## src/sv/mono_bitmap_pixel_expander_assert.svh

```systemverilog
// ---------------------------------------------------------------------------
// Assertion macros for the mono bitmap pixel expander
// Clocked on clk, disabled while rst_n is low. Define NO_ASSERTIONS to drop.
// ---------------------------------------------------------------------------
`ifndef MONO_BITMAP_PIXEL_EXPANDER_ASSERT_SVH
`define MONO_BITMAP_PIXEL_EXPANDER_ASSERT_SVH

`ifndef NO_ASSERTIONS
// Plain property, may hold its own implication
`define MBPE_ASSERT(label, prop, msg) \
    label: assert property (@(posedge clk) disable iff (!rst_n) prop) else $error(msg);
// Condition this cycle implies outcome next cycle
`define MBPE_ASSERT_NEXT(label, ante, cons, msg) \
    label: assert property (@(posedge clk) disable iff (!rst_n) (ante) |=> (cons)) \
        else $error(msg);
`else
`define MBPE_ASSERT(label, prop, msg)
`define MBPE_ASSERT_NEXT(label, ante, cons, msg)
`endif

`endif

```

## src/sv/mbpe_pkg.sv

```systemverilog
// ---------------------------------------------------------------------------
// mbpe_pkg
// Shared widths, register indexes and lane types of the pixel expander.
// ---------------------------------------------------------------------------
package mbpe_pkg;

    // Dimension registers are 13 bits wide, limit 4096
    localparam int DIM_W       = 13;
    localparam logic [DIM_W-1:0] MAX_DIM = 13'd4096;

    localparam int COORD_W     = 12;
    localparam int COLOUR_W    = 24;
    localparam int ORIGIN_W    = 16;
    localparam int BYTE_W      = 8;
    localparam int ROW_W       = 12;
    localparam int POS_W       = 10;
    // screen coordinate before clipping: 13 bit magnitude plus 16 bit offset
    localparam int SCR_W       = 18;

    localparam int LANES       = 8;
    localparam int LANE_IDX_W  = 3;

    localparam int CFG_INDEX_W = 3;
    localparam int CFG_DATA_W  = 24;

    typedef enum logic [CFG_INDEX_W-1:0] {
        CFG_IMAGE_WIDTH   = 3'd0,
        CFG_IMAGE_HEIGHT  = 3'd1,
        CFG_ORIGIN_X      = 3'd2,
        CFG_ORIGIN_Y      = 3'd3,
        CFG_DRAW_COLOUR   = 3'd4,
        CFG_SCREEN_WIDTH  = 3'd5,
        CFG_SCREEN_HEIGHT = 3'd6
    } cfg_index_t;

    // One lane's verdict on its pixel
    typedef struct packed {
        logic               hit;
        logic [COORD_W-1:0] sx;
    } lane_hit_t;

    // Emitter status seen by the input stage
    typedef struct packed {
        logic busy;
        logic can_load;
    } emit_status_t;

endpackage

```

## src/sv/mbpe_if.sv

```systemverilog
// ---------------------------------------------------------------------------
// mbpe channel interfaces
// Valid/ready channels for image bytes in and pixel writes out.
// ---------------------------------------------------------------------------
interface mbpe_byte_if
    import mbpe_pkg::*;
();
    logic              valid;
    logic              ready;
    logic [BYTE_W-1:0] image_byte;

    modport source (output valid, output image_byte, input ready);
    modport sink   (input valid, input image_byte, output ready);
endinterface

interface mbpe_pixel_if
    import mbpe_pkg::*;
();
    logic                valid;
    logic                ready;
    logic [COORD_W-1:0]  pixel_x;
    logic [COORD_W-1:0]  pixel_y;
    logic [COLOUR_W-1:0] pixel_colour;
    logic                last_of_byte;

    modport source (output valid, output pixel_x, output pixel_y,
                    output pixel_colour, output last_of_byte, input ready);
    modport sink   (input valid, input pixel_x, input pixel_y,
                    input pixel_colour, input last_of_byte, output ready);
endinterface

```

## src/sv/mbpe_lane.sv

```systemverilog
// ---------------------------------------------------------------------------
// mbpe_lane
// Decides for one bit of a byte whether it yields a clipped pixel write.
// ---------------------------------------------------------------------------
module mbpe_lane
    import mbpe_pkg::*;
(
    input  logic                  pixel_bit,
    input  logic                  active,
    input  logic                  row_visible,
    input  logic [POS_W-1:0]      byte_pos,
    input  logic [LANE_IDX_W-1:0] lane_idx,
    input  logic [DIM_W-1:0]      image_width,
    input  logic [DIM_W-1:0]      screen_width,
    input  logic [ORIGIN_W-1:0]   origin_x,
    output lane_hit_t             result
);

    logic [DIM_W-1:0]        x;
    logic signed [SCR_W-1:0] sx;
    logic                    in_image;
    logic                    on_screen;

    // image column of this bit, then screen column
    assign x  = {byte_pos, lane_idx};
    assign sx = $signed({{(SCR_W-DIM_W){1'b0}}, x})
              + $signed({{(SCR_W-ORIGIN_W){origin_x[ORIGIN_W-1]}}, origin_x});

    assign in_image  = x < image_width;
    assign on_screen = !sx[SCR_W-1]
                     && (sx < $signed({{(SCR_W-DIM_W){1'b0}}, screen_width}));

    assign result.hit = pixel_bit && active && row_visible && in_image && on_screen;
    assign result.sx  = sx[COORD_W-1:0];

endmodule

```

## src/sv/mbpe_emit.sv

```systemverilog
// ---------------------------------------------------------------------------
// mbpe_emit
// Merges the lane verdicts of one byte and sends its pixels one per cycle while the receiver is ready.
// ---------------------------------------------------------------------------
module mbpe_emit
    import mbpe_pkg::*;
(
    input  logic                clk,
    input  logic                rst_n,
    input  logic                load,
    input  lane_hit_t           hits [LANES],
    input  logic [COORD_W-1:0]  sy,
    input  logic [COLOUR_W-1:0] colour,
    output emit_status_t        status,
    mbpe_pixel_if.source        pixel
);

    logic [LANES-1:0]   mask_reg;
    logic [LANES-1:0]   mask_next;
    logic [COORD_W-1:0] sx_reg [LANES];
    logic [COORD_W-1:0] sy_reg;

    logic [LANE_IDX_W-1:0] sel;
    logic [LANES-1:0]      first_oh;
    logic [LANES-1:0]      remaining;
    logic                  fire;
    logic                  last;

    // leftmost pending pixel: lowest lane index still set
    always_comb
    begin
        sel = '0;
        for (int i = LANES - 1; i >= 0; i--)
        begin
            if (mask_reg[i])
            begin
                sel = i[LANE_IDX_W-1:0];
            end
        end
    end

    assign first_oh  = mask_reg & (~mask_reg + {{(LANES-1){1'b0}}, 1'b1});
    assign remaining = mask_reg & ~first_oh;
    assign last      = remaining == '0;
    assign fire      = pixel.valid && pixel.ready;

    assign status.busy     = mask_reg != '0;
    assign status.can_load = !status.busy || (fire && last);

    // output word straight from the held byte
    assign pixel.valid        = status.busy;
    assign pixel.pixel_x      = sx_reg[sel];
    assign pixel.pixel_y      = sy_reg;
    assign pixel.pixel_colour = colour;
    assign pixel.last_of_byte = last;

    // pending mask: new byte, next pixel, or hold
    always_comb
    begin
        mask_next = mask_reg;
        priority if (load)
        begin
            for (int i = 0; i < LANES; i++)
            begin
                mask_next[i] = hits[i].hit;
            end
        end
        else if (fire)
        begin
            mask_next = remaining;
        end
    end

    always_ff @(posedge clk or negedge rst_n)
    begin
        if (!rst_n)
        begin
            mask_reg <= '0;
        end
        else
        begin
            mask_reg <= mask_next;
        end
    end

    // coordinates, no reset needed
    always_ff @(posedge clk)
    begin
        if (load)
        begin
            for (int i = 0; i < LANES; i++)
            begin
                sx_reg[i] <= hits[i].sx;
            end
            sy_reg <= sy;
        end
    end

endmodule

```

## src/sv/mono_bitmap_pixel_expander.sv

```systemverilog
// ---------------------------------------------------------------------------
// mono_bitmap_pixel_expander
// Expands 1 bit per pixel bottom-up bitmap bytes into clipped pixel writes.
// ---------------------------------------------------------------------------
// Usage:
//   byte_chan takes the stored pixel bytes in file order, row padding
//   included; pixel_chan gives one pixel write word per set, visible bit,
//   leftmost first, with last_of_byte on the final write of each byte.
//   Registers are written through cfg_we / cfg_index / cfg_data; the user
//   must write them only while idle, as the block does not enforce it.
// A taken byte passes the input stage register and then the emitter's
//   pending mask register before its first pixel write shows.
// The single pixel output port sets the throughput: a byte holds the
//   emitter until its last pixel is sent. Bytes yielding nothing, padding
//   included, pass at one per cycle while the emitter is free.
// A byte waits in the input stage while the emitter still sends the
//   previous one, so the next byte is taken while a word is stalled.
// When the receiver stalls, the current word holds and the input stage
//   fills and then drops ready.
// Reset clears the row and byte counters, both pipeline stages and all
//   registers to their defaults; no clearing pass is needed.
// ---------------------------------------------------------------------------
module mono_bitmap_pixel_expander
    import mbpe_pkg::*;
(
    input  logic                   clk,
    input  logic                   rst_n,
    input  logic                   cfg_we,
    input  logic [CFG_INDEX_W-1:0] cfg_index,
    input  logic [CFG_DATA_W-1:0]  cfg_data,
    mbpe_byte_if.sink              byte_chan,
    mbpe_pixel_if.source           pixel_chan
);

`include "mono_bitmap_pixel_expander_assert.svh"

    // Configuration, stored already clamped
    logic [DIM_W-1:0]    width_reg;
    logic [DIM_W-1:0]    height_reg;
    logic [ORIGIN_W-1:0] origin_x_reg;
    logic [ORIGIN_W-1:0] origin_y_reg;
    logic [COLOUR_W-1:0] colour_reg;
    logic [DIM_W-1:0]    sw_reg;
    logic [DIM_W-1:0]    sh_reg;

    logic [DIM_W-1:0]    cfg_dim;
    logic [DIM_W-1:0]    cfg_dim_img;
    logic [DIM_W-1:0]    cfg_dim_scr;

    // Counters and input stage
    logic [ROW_W-1:0]  row_count_reg;
    logic [ROW_W-1:0]  row_count_next;
    logic [POS_W-1:0]  byte_in_row_reg;
    logic [POS_W-1:0]  byte_in_row_next;

    logic              sta_valid_reg;
    logic [BYTE_W-1:0] sta_data_reg;
    logic [POS_W-1:0]  sta_pos_reg;
    logic [ROW_W-1:0]  sta_row_reg;
    logic              sta_active_reg;

    logic [DIM_W-1:0]  width_plus;
    logic [POS_W-1:0]  row_used_bytes;
    logic [POS_W-1:0]  stride_sum;
    logic [POS_W-1:0]  stride;
    logic [ROW_W-1:0]  row_eff;
    logic [POS_W-1:0]  pos_eff;
    logic [POS_W-1:0]  pos_inc;
    logic [DIM_W-1:0]  row_inc;
    logic              in_fire;
    logic              sta_advance;

    logic [DIM_W-1:0]        flip_row;
    logic signed [SCR_W-1:0] sy;
    logic                    row_visible;

    lane_hit_t    hits [LANES];
    emit_status_t emit_status;

    // clamp of a written dimension
    assign cfg_dim     = cfg_data[DIM_W-1:0];
    assign cfg_dim_scr = (cfg_dim > MAX_DIM) ? MAX_DIM : cfg_dim;
    assign cfg_dim_img = (cfg_dim == '0) ? {{(DIM_W-1){1'b0}}, 1'b1} : cfg_dim_scr;

    always_ff @(posedge clk or negedge rst_n)
    begin
        if (!rst_n)
        begin
            width_reg    <= 13'd1;
            height_reg   <= 13'd1;
            origin_x_reg <= '0;
            origin_y_reg <= '0;
            colour_reg   <= 24'hFFFFFF;
            sw_reg       <= 13'd640;
            sh_reg       <= 13'd480;
        end
        else if (cfg_we)
        begin
            unique case (cfg_index)
                CFG_IMAGE_WIDTH:   width_reg    <= cfg_dim_img;
                CFG_IMAGE_HEIGHT:  height_reg   <= cfg_dim_img;
                CFG_ORIGIN_X:      origin_x_reg <= cfg_data[ORIGIN_W-1:0];
                CFG_ORIGIN_Y:      origin_y_reg <= cfg_data[ORIGIN_W-1:0];
                CFG_DRAW_COLOUR:   colour_reg   <= cfg_data[COLOUR_W-1:0];
                CFG_SCREEN_WIDTH:  sw_reg       <= cfg_dim_scr;
                CFG_SCREEN_HEIGHT: sh_reg       <= cfg_dim_scr;
                default:           ;
            endcase
        end
    end

    // row geometry: valid bytes, stride padded to four
    assign width_plus     = width_reg + 13'd7;
    assign row_used_bytes = width_plus[DIM_W-1:3];
    assign stride_sum     = row_used_bytes + 10'd3;
    assign stride         = {stride_sum[POS_W-1:2], 2'b00};

    // counters restart if a register change left them out of range
    assign row_eff = ({1'b0, row_count_reg} >= height_reg) ? '0 : row_count_reg;
    assign pos_eff = (byte_in_row_reg >= stride) ? '0 : byte_in_row_reg;
    assign pos_inc = pos_eff + 10'd1;
    assign row_inc = {1'b0, row_eff} + 13'd1;

    always_comb
    begin
        byte_in_row_next = pos_inc;
        row_count_next   = row_eff;
        if (pos_inc >= stride)
        begin
            byte_in_row_next = '0;
            row_count_next   = (row_inc >= height_reg) ? '0 : row_inc[ROW_W-1:0];
        end
    end

    // input handshake
    assign sta_advance     = sta_valid_reg && emit_status.can_load;
    assign byte_chan.ready = !sta_valid_reg || sta_advance;
    assign in_fire         = byte_chan.valid && byte_chan.ready;

    always_ff @(posedge clk or negedge rst_n)
    begin
        if (!rst_n)
        begin
            row_count_reg   <= '0;
            byte_in_row_reg <= '0;
            sta_valid_reg   <= 1'b0;
        end
        else
        begin
            if (in_fire)
            begin
                row_count_reg   <= row_count_next;
                byte_in_row_reg <= byte_in_row_next;
            end
            if (in_fire)
            begin
                sta_valid_reg <= 1'b1;
            end
            else if (sta_advance)
            begin
                sta_valid_reg <= 1'b0;
            end
        end
    end

    // input stage word
    always_ff @(posedge clk)
    begin
        if (in_fire)
        begin
            sta_data_reg   <= byte_chan.image_byte;
            sta_pos_reg    <= pos_eff;
            sta_row_reg    <= row_eff;
            sta_active_reg <= pos_eff < row_used_bytes;
        end
    end

    // screen row, shared by all lanes: rows arrive bottom-up
    assign flip_row    = height_reg - 13'd1 - {1'b0, sta_row_reg};
    assign sy          = $signed({{(SCR_W-DIM_W){1'b0}}, flip_row})
                       + $signed({{(SCR_W-ORIGIN_W){origin_y_reg[ORIGIN_W-1]}},
                                  origin_y_reg});
    assign row_visible = !sy[SCR_W-1]
                       && (sy < $signed({{(SCR_W-DIM_W){1'b0}}, sh_reg}));

    // one lane per bit, lane 0 takes bit 7
    for (genvar i = 0; i < LANES; i++)
    begin : g_lane
        mbpe_lane u_lane (
            .pixel_bit    (sta_data_reg[LANES-1-i]),
            .active       (sta_active_reg),
            .row_visible  (row_visible),
            .byte_pos     (sta_pos_reg),
            .lane_idx     (LANE_IDX_W'(i)),
            .image_width  (width_reg),
            .screen_width (sw_reg),
            .origin_x     (origin_x_reg),
            .result       (hits[i])
        );
    end

    mbpe_emit u_emit (
        .clk    (clk),
        .rst_n  (rst_n),
        .load   (sta_advance),
        .hits   (hits),
        .sy     (sy[COORD_W-1:0]),
        .colour (colour_reg),
        .status (emit_status),
        .pixel  (pixel_chan)
    );

    // Assertions
    `MBPE_ASSERT_NEXT(a_more_after_not_last,
        pixel_chan.valid && pixel_chan.ready && !pixel_chan.last_of_byte,
        pixel_chan.valid, "pixels of a byte ended before its last word")
    `MBPE_ASSERT_NEXT(a_idle_after_last,
        pixel_chan.valid && pixel_chan.ready && pixel_chan.last_of_byte && !sta_advance,
        !pixel_chan.valid, "pixel word appeared without a new byte")
    `MBPE_ASSERT_NEXT(a_stage_holds,
        sta_valid_reg && !sta_advance, sta_valid_reg, "input stage dropped a byte")
    `MBPE_ASSERT(a_load_only_when_free,
        sta_advance |-> (!emit_status.busy || (pixel_chan.ready && pixel_chan.last_of_byte)),
        "byte loaded over pending pixels")

endmodule

```

## src/flat_wrapper.sv

```systemverilog
// flat-port wrapper written by rule: the top's interface ports become plain ports
module mono_bitmap_pixel_expander_flat import mbpe_pkg::*;
  (clk, rst_n, cfg_we, cfg_index, cfg_data, byte_chan_valid, byte_chan_image_byte, byte_chan_ready, pixel_chan_valid, pixel_chan_pixel_x, pixel_chan_pixel_y, pixel_chan_pixel_colour, pixel_chan_last_of_byte, pixel_chan_ready);
  mbpe_byte_if byte_chan_i ();
  mbpe_pixel_if pixel_chan_i ();
  input  logic clk;
  input  logic rst_n;
  input  logic cfg_we;
  input  logic [CFG_INDEX_W-1:0] cfg_index;
  input  logic [CFG_DATA_W-1:0] cfg_data;
  input wire logic [$bits(byte_chan_i.valid)-1:0] byte_chan_valid;
  input wire logic [$bits(byte_chan_i.image_byte)-1:0] byte_chan_image_byte;
  output wire logic [$bits(byte_chan_i.ready)-1:0] byte_chan_ready;
  output wire logic [$bits(pixel_chan_i.valid)-1:0] pixel_chan_valid;
  output wire logic [$bits(pixel_chan_i.pixel_x)-1:0] pixel_chan_pixel_x;
  output wire logic [$bits(pixel_chan_i.pixel_y)-1:0] pixel_chan_pixel_y;
  output wire logic [$bits(pixel_chan_i.pixel_colour)-1:0] pixel_chan_pixel_colour;
  output wire logic [$bits(pixel_chan_i.last_of_byte)-1:0] pixel_chan_last_of_byte;
  input wire logic [$bits(pixel_chan_i.ready)-1:0] pixel_chan_ready;
  assign byte_chan_i.valid = byte_chan_valid;
  assign byte_chan_i.image_byte = byte_chan_image_byte;
  assign byte_chan_ready = byte_chan_i.ready;
  assign pixel_chan_valid = pixel_chan_i.valid;
  assign pixel_chan_pixel_x = pixel_chan_i.pixel_x;
  assign pixel_chan_pixel_y = pixel_chan_i.pixel_y;
  assign pixel_chan_pixel_colour = pixel_chan_i.pixel_colour;
  assign pixel_chan_last_of_byte = pixel_chan_i.last_of_byte;
  assign pixel_chan_i.ready = pixel_chan_ready;
  mono_bitmap_pixel_expander u_core (.clk(clk), .rst_n(rst_n), .cfg_we(cfg_we), .cfg_index(cfg_index), .cfg_data(cfg_data), .byte_chan(byte_chan_i), .pixel_chan(pixel_chan_i));
endmodule
```

## config.mk

```make
export PLATFORM = sky130hd
export DESIGN_NAME = mono_bitmap_pixel_expander_flat
export DESIGN_NICKNAME = d
export VERILOG_FILES = /design/src/sv/mbpe_pkg.sv /design/src/sv/mbpe_if.sv /design/src/sv/mbpe_lane.sv /design/src/sv/mbpe_emit.sv /design/src/sv/mono_bitmap_pixel_expander.sv /design/src/flat_wrapper.sv
export VERILOG_INCLUDE_DIRS = /design/src /design/src/sv
export SDC_FILE = /design/constraint.sdc
export NUM_CORES = 1
export LEC_CHECK = 0
export BUFFER_PORTS_ARGS = -buffer_cell sky130_fd_sc_hd__buf_2
export CORE_ASPECT_RATIO = 0.6
export CORE_MARGIN = 5
export CORE_UTILIZATION = 35
export CTS_BUF_LIST = sky130_fd_sc_hd__clkbuf_16
export DETAILED_ROUTE_END_ITERATION = 6
export PLACE_DENSITY_LB_ADDON = 0.05
export RECOVER_POWER = 50
export SYNTH_ARGS = -nofsm -noshare
export SYNTH_HDL_FRONTEND = slang
export SYNTH_SLANG_ARGS = --single-unit
```

## constraint.sdc

```tcl
create_clock -name clk -period 5.59 [get_ports clk]
set_input_delay 0.559 -clock clk [delete_from_list [all_inputs] [get_ports clk]]
set_output_delay 0.559 -clock clk [all_outputs]
set_load 0.1 [all_outputs]
```

==> results of run 1 <==
-- metal layers --
| layer | vias up | GRT usage [%] | share of wire [%] |
|---|---|---|---|
| met5 | - | 0 | 0 |
| met4 | 0 | 2.86 | 1.3 |
| met3 | 50 | 5.87 | 9.0 |
| met2 | 525 | 26.9 | 34 |
| met1 | 7533 | 41.1 | 56 |
| li1 | 7045 | - | - |
-- synthesized netlist by cell type, drive strengths merged (39+ instances only) --
cell | number | area, um^2
mux2 | 69 | 777
nand3 | 50 | 250
nand2b | 39 | 244
a21oi | 99 | 495
xor2 | 39 | 342
o21ai | 131 | 656
xnor2 | 93 | 815
edfxtp | 129 | 3870
ha | 210 | 2630
dfrtp | 107 | 2680
clkbuf | 53 | 199
inv | 99 | 372
nor2 | 99 | 372
nand2 | 150 | 563
-- power by group --
part           switching, W  internal, W
clock              0.000852      0.00108
combinational       0.00518      0.00278
sequential         0.000354      0.00291
total               0.00638      0.00677
-- worst max-delay path by stage --
stage                                                from                                    end  slack [ns]  cells past startpoint
after detailed placement  u_core.width_reg[2]$_DFFE_PN0P_    u_core.row_count_reg[3]$_DFFE_PN0P_       -0.06                     25
after global routing      u_core.width_reg[2]$_DFFE_PN0P_  u_core.byte_in_row_reg[3]$_DFFE_PN0P_      -0.008                     26
after floorplan           u_core.width_reg[2]$_DFFE_PN0P_    u_core.row_count_reg[2]$_DFFE_PN0P_        0.06                     26
final                     u_core.width_reg[2]$_DFFE_PN0P_    u_core.row_count_reg[2]$_DFFE_PN0P_        0.19                     25
after CTS                 u_core.width_reg[2]$_DFFE_PN0P_    u_core.row_count_reg[2]$_DFFE_PN0P_       0.006                     26
after global placement    u_core.width_reg[2]$_DFFE_PN0P_    u_core.row_count_reg[6]$_DFFE_PN0P_        0.03                     24
-- per-stage QoR --
step / cells / total power, W / hold WS [ns] / worst slack, ns
after floorplan: 1815 / 0.00821 / 0.263 / 0.0615
after CTS: 2691 / 0.0129 / 0.115 / 0.00637
after global placement: 2633 / 0.0107 / 0.465 / 0.0283
final: 2698 / 0.0132 / 0.150 / 0.193
after detailed placement: 2633 / 0.0108 / 0.472 / -0.0592
after global routing: 2697 / 0.0140 / 0.120 / -0.00814
-- worst max-delay path: cells and delay by family (launching register included) --
family                     cells  cell delay, ns
AOI/OAI and AO/OA              7            1.50
adders and majority gates      3            0.55
buffers and inverters          1            0.16
DFF                            1            0.38
and+or+nand+nor               13            2.54
xor gates and xnor gates       1            0.14
-- area by class of cell --
type	instances	share of cell area, %
antenna	1	0.0115
multi-input combinational	1383	50.3
inverter	100	1.74
clock buffer	29	3.35
timing repair buffer	189	5.50
clock inverter	25	0.947
sequential	268	34.1
tap	703	4.06
-- cell families after synthesis --
kind of cell | count (synthesis) | share of synthesized area (%)
AOI/OAI and AO/OA | 442 | 15.4
xor gates and xnor gates | 132 | 6.24
adders and majority gates | 216 | 14.7
buffers and inverters | 164 | 3.36
DFF | 268 | 39.9
muxes | 95 | 7.02
and+or+nand+nor | 498 | 13.3
-- timing repair --
| item | CTS | global route |
|---|---|---|
| gates resized for setup | 1 | 69 |
| pin swaps | 3 | 32 |
| endpoints found under the setup margin | 14 | 30 |
| cloned | 0 | 0 |
| hold buffers | 0 | 0 |
| buffers inserted | 4 | 6 |
==> reports/summary.md, run 1 <==
The flow ran to the end, but the final reports show violations. The checks that failed: max-capacitance violations, max-slew violations. The number of violations reported at the end of detailed-routing iteration 0 is 1398. In this run the critical register-to-register path is captured at u_core.row_count_reg[2]$_DFFE_PN0P_. The most common cell after layout, fill and taps aside was ha_1. In this run the worst hold path is classified as input port to flip-flop. For this run, the top clock speed supported by timing is 185 MHz. After synthesis, the share of flip-flops with an asynchronous set or reset is 51.9%. The sequential cells in the finished layout cover a total of 7390 um^2. The signal arrival time at the worst endpoint was 5.86 ns; the average routed wire per standard cell was 25.5 um. Compared with the post-synthesis result, the final layout area differs by 17.0%.

For this design the static power due to leakage is 8.95 nW. The total clock sinks came out at 268. For the worst flop-to-flop path, the logic depth is 25. The first-pass GRT wire length is 100 mm, and the share of the clock period used by the worst path after layout is 96.6%. Across every metal layer, demand over resource in global routing totals 23.1%. The floorplan has 65 rows. The logs give 6 for the number of iterations in the first detailed-routing pass and 3 for the maximum clock insertion buffer count.

The synthesized netlist occupies a cell area of 18500 um^2. At the end of the flow the core is filled with cells to 41.3%. The logs give 4 for the initial antenna violation count and 54.2 mm for the half-perimeter wire length of the detailed placement result. The final count of pins violating max slew was 110. Number of global-route vias before repair: 14300.

The floorplan step set the die width to 307 um. The register with the most flip-flops in the layout has 86 of them. TritonCTS built the clock tree. Buffers placed on the I/O ports in this run total 90. The global placement routability congestion is 0.986.

For this run the aggregate overflow at the end of global routing stands at 0. In the final layout, the share of cells above drive strength 1 is 20.0%. Counting the fill cells in the layout gives 5208. The count of H-tree levels built during CTS is 1. The leading register cell type out of synthesis was edfxtp_1. The kind of end point of the critical path was a flip-flop.

The register bit total from synthesis works out to 268. For this design the ratio of total power to cell area is 607 nW/um^2. The finished cells cover 21700 um^2. For the TritonCTS buffer count, the log shows 29. The highest net fanout along the worst path is 6. The worst register-to-register path begins at u_core.width_reg[2]$_DFFE_PN0P_. The worst ir drop on vdd was 0.331 mV; the number of max-capacitance violations reported was 2. The logs give -200% for the worst slew margin relative to its limit and 0 for the hold violation count in the final report. In this run the count of I/O pins placed on the die edge is 91.

The library cells used most frequently in the layout, excluding fill and tap cells, are ha_1 (205), nand2_1 (147), edfxtp_1 (129), o21ai_0 (125), dfrtp_1 (107). The tools report the worst-case clock skew as 0.0227 ns. For the worst setup path, the data required time is 6.05 ns. After detailed routing, the number of remaining DRC violations is 0. The logs give 57800 um^2 for the area of the die and 79 for the count of cell types in the netlist. The hold-critical path depth is 1, and the setup slack on the worst flop-to-flop path is 0.19 ns. The detailed router placed 15200 vias in this run. The stage delay of the slowest cell on the critical path works out to 0.52 ns. Post-route antenna net violation count: 0. Entering global routing, the biggest net connects 97 pins.

The final layout contains routed wiring with a total length of 68.7 mm. The actual transition at the worst max-transition pin was 4.50 ns. The cell type of the slowest stage on the worst timing path was or4_4. In the synthesized netlist, the number of instances is 1815. The clock root buffer was clkbuf_16. After routing, the total negative slack on setup checks comes to 0 ns. A synthesized cell averages 10.2 um^2.

The shortest clock period the worst path allows after layout works out to 5.40 ns. STA classifies the critical path startpoint as a flip-flop. Summing all multi-input logic gate instances after layout gives 10900 um^2. Die outline height: 188 um.

After detailed placement, the total cell area comes to 20400 um^2. Yosys mapped a number of flops with a built-in enable equal to 129. The clock latency reported for the late side of the worst-skew pair came out at 0.60 ns. The net count of the finished layout is 2225. For this run, the number of Yosys warnings is 0.

After floorplanning, the core was sized to cover 52500 um^2. The share of the Yosys chip area taken by registers is 39.9%. After detailed routing, the number of vias per cell comes to 5.62. The synthesized net count came out at 2069. Clock input transition at the sequential cells of the worst setup and hold paths: 0.06 ns. For hold timing, the worst endpoint is u_core.sta_data_reg[0]$_DFFE_PP_. The initial utilization of the core area, before any placement, comes to 35.3%.

The category of the most critical setup path is flip-flop to flip-flop. Setup violations remaining at the end of the flow were counted as 0. The tools report the launch point of the worst hold path as byte_chan_image_byte[0].
Note: power is estimated with default switching activity, not from simulation.
==> run 2: changes to the inputs <==
--- a/config.mk
+++ b/config.mk
@@ -8,3 +8,3 @@
 export LEC_CHECK = 0
-export BUFFER_PORTS_ARGS = -buffer_cell sky130_fd_sc_hd__buf_2
+export BUFFER_PORTS_ARGS = -buffer_cell sky130_fd_sc_hd__buf_4
 export CORE_ASPECT_RATIO = 0.6
@@ -14,2 +14,3 @@
 export DETAILED_ROUTE_END_ITERATION = 6
+export GPL_ROUTABILITY_DRIVEN = 1
 export PLACE_DENSITY_LB_ADDON = 0.05
==> constraint.sdc (replaced) <==
create_clock -name clk -period 5.59 [get_ports clk]
set_input_delay 1.118 -clock clk [delete_from_list [all_inputs] [get_ports clk]]
set_output_delay 1.118 -clock clk [all_outputs]
set_load 0.1 [all_outputs]
==> run 2 against run 1 <==
Sequential power about the same. Wire length down 0.23%. Combinational power is 0.5% higher. Clock power is 8% higher. Critical path type unchanged. Via count shrank 0.30%. Critical endpoint unchanged. Total power increased by 1.5%. The flow still finishes with violations (max-capacitance violations, max-slew violations).
==> reports/summary.md, run 2 (synthesis results as in run 1) <==
The flow ran to the end, but the final reports show violations. Failing checks: max-capacitance violations, max-slew violations (unchanged). TritonCTS built the clock tree. The clock latency reported for the late side of the worst-skew pair is 0.60 ns (about the same).

The run gives 1 (unchanged) as the count of H-tree levels built during CTS. The shortest clock period the worst path allows after layout works out to 5.53 ns (was 5.40 ns). The logs give 9.03 nW (was 8.95 nW) for the leakage power of the design and 6.06 ns (was 6.05 ns) for the worst endpoint required time.

The total length of routed wires was 68.5 mm (was 68.7 mm). For the cell-internal power, the log shows 0.00697 W (was 0.00677 W). The number of buffers inserted by port buffering is 90 (unchanged), and the clock input transition at the sequential cells of the worst setup and hold paths is 0.06 ns (about the same).

The logs give 0 (unchanged) for the count of hold buffers inserted by post-cts repair and 0 (unchanged) for the final setup violation count. Commonest cells after routing, fill and taps aside: ha_1 (203), buf_4 (158), nand2_1 (147), edfxtp_1 (129), o21ai_0 (123) (was ha_1 (205), nand2_1 (147), edfxtp_1 (129), o21ai_0 (125), dfrtp_1 (107)). Maximum clock insertion buffer count: 3 (unchanged). The highest attainable clock frequency came out at 181 MHz (was 185 MHz). The tools report the clock root buffer as clkbuf_16 (unchanged). For the number of iterations in the first detailed-routing pass, the log shows 5 (was 6).

Stage delay of the slowest cell on the critical path: 0.51 ns (was 0.52 ns). The switching part of the total power is 47.8% (was 48.5%), and the worst slew margin relative to its limit is -171% (was -200%). The path class of the lowest-slack min-delay path is flip-flop to flip-flop (was input port to flip-flop).

The first-pass GRT wire length was 99.8 mm (was 100 mm); the number of top-level design ports was 91 (unchanged). Final cell count without fillers: 2701 (was 2698). The worst-case clock skew came out at 0.0261 ns (was 0.0227 ns). The cell type of the slowest stage on the worst timing path is or4_4 (unchanged). The fraction of the core area covered by cells at the end of the flow was 41.8% (was 41.3%); the net switching component of the power was 0.00638 W (about the same). Kind of end point of the critical path: a flip-flop (unchanged). Actual transition at the worst max-transition pin: 4.06 ns (was 4.50 ns). The ratio of routed vias to standard cells is 5.59 (was 5.62), and the die width is 307 um (unchanged). The layout cell share with drive strength beyond 1 was 20.8% (was 20.0%); the clock network fraction of design power was 15.6% (was 14.7%). The post-route antenna net violation count is 0 (unchanged). The initial standard-cell utilization of the core is 35.3% (unchanged), and the part of the power in combinational logic is 60.0% (was 60.5%). The half-perimeter wire length of the detailed placement result is 54.2 mm (about the same), and the highest net fanout along the worst path is 7 (was 6). The maximum number of pins on one net before global-route repair came out at 84 (was 97). Critical path's top delay family: simple AND/OR/NAND/NOR gates (unchanged). The tools report the number of placed instances with taps included as 2632 (was 2633). The tools report the post-route worst hold slack as 0.482 ns (was 0.150 ns). The number of max-capacitance violations reported was 2 (unchanged); the post-detailed-route DRC marker count was 0 (unchanged).

The run gives 268 (unchanged) as the total clock sinks. For the global routing usage summed across all routing layers, the log shows 23.0% (was 23.1%). The number of global-route vias before repair was 14500 (was 14300).

The most common cell after layout, fill and taps aside is ha_1 (unchanged). The buffering stage count on the worst path with inverters included is 1 (unchanged). The core outline area was 52500 um^2 (unchanged); the TritonCTS buffer count was 29 (unchanged). The run gives 0.977 (was 0.986) as the global placement routability congestion. The hold-critical path depth is 2 (was 1). The hold violation count in the final report is 0 (unchanged). The tools report the worst ir drop on vdd as 0.272 mV (was 0.331 mV). The post-layout net count was 2227 (was 2225); the number of flip-flops under the largest register name was 86 (unchanged). Area added between synthesis and finish: 18.5% (was 17.0%). The die outline height works out to 188 um (unchanged). Total number of vias: 15100 (was 15200). The global route total overflow was 0 (unchanged). The tools report the number of violations reported at the end of detailed-routing iteration 0 as 1407 (was 1398). The run gives 24.4% (was 24.8%) as the share of power burned in registers. The critical path startpoint category is a flip-flop (unchanged). Average routed wire per standard cell: 25.4 um (was 25.5 um). The category of the most critical setup path is flip-flop to flip-flop (unchanged). The area of the die is 57800 um^2 (unchanged), and the final count of pins violating max slew is 105 (was 110).

The critical path depth is 25 (unchanged), and the signal arrival time at the worst endpoint is 6.00 ns (was 5.86 ns). The areal power density over the cells was 608 nW/um^2 (was 607 nW/um^2); the number of cells traversed by the worst register-to-register path was 25 (unchanged). The logs give 65 (unchanged) for the floorplan row count and 3 (was 4) for the initial antenna violation count. The share of the clock period used by the worst path after layout came out at 98.9% (was 96.6%).
run 2: through the flow:
step | total power [W] | worst slack [ns] | setup TNS (ns) | area (um^2)
finish | 0.0133 | 0.0601 | 0 | 21900
global route | 0.0142 | -0.145 | -1.99 | 21900
CTS | 0.0130 | -0.00817 | -0.00817 | 21600
detailed placement | 0.0109 | -0.0788 | -0.743 | 20600
global placement | 0.0108 | -0.00178 | -0.00234 | 20600
floorplan | 0.00821 | 0.0615 | 0 | 18600
run 2: timing repair:
action,CTS,global route
buffers inserted,1,12
resized for setup,3,71
pin swaps,4,33
setup endpoints to repair,16,30
run 2: cell type report:
cell class	count	area [um^2]
Multi-Input combinational cell	1383	10900
Sequential cell	268	7390
Fill cell	5134	30500
Clock inverter	25	285
Antenna cell	2	5.00
Tap cell	703	880
Timing Repair Buffer	191	1390
Clock buffer	29	726
Inverter	100	378
run 2: power by group through the flow:
stage | logic (W) | registers [W] | clock network [W]
2_1_floorplan | 0.00443 | 0.00378 | 0
3_3_place_gp | 0.00755 | 0.00327 | 0
3_5_place_dp | 0.00760 | 0.00328 | 0
4_1_cts | 0.00766 | 0.00325 | 0.00213
5_1_grt | 0.00861 | 0.00332 | 0.00222
6_report | 0.00800 | 0.00326 | 0.00208
run 2: worst min-delay path, stage by stage (launching register included):
cell and delay [ns]:
dfstp_2 0.37, nand2_1 0.04, o21ai_0 0.06
run 2: path summary, 6_finish.rpt:
path	start	endpoint	slack, ns
max in group asynchronous	rst_n	u_core.width_reg[4]$_DFFE_PN0P_	1.04
setup reg to reg	u_core.width_reg[0]$_DFFE_PN1P_	u_core.row_count_reg[2]$_DFFE_PN0P_	0.06
hold / removal	u_core.sh_reg[7]$_DFFE_PN1P_	u_core.sh_reg[7]$_DFFE_PN1P_	0.48
min in group asynchronous	rst_n	u_core.row_count_reg[6]$_DFFE_PN0P_	2.05
hold reg to reg	u_core.sh_reg[7]$_DFFE_PN1P_	u_core.sh_reg[7]$_DFFE_PN1P_	0.48
setup / recovery	u_core.width_reg[0]$_DFFE_PN1P_	u_core.row_count_reg[2]$_DFFE_PN0P_	0.06
run 2: per-layer routing:
metal / vias to the layer above / global-route usage [%] / wire length [um]
met1: 7496 / 39.8 / 37900
met2: 506 / 27.0 / 23300
met5: - / 0 / 0
li1: 7053 / - / -
met3: 53 / 7.18 / 6390
met4: 0 / 2.83 / 909
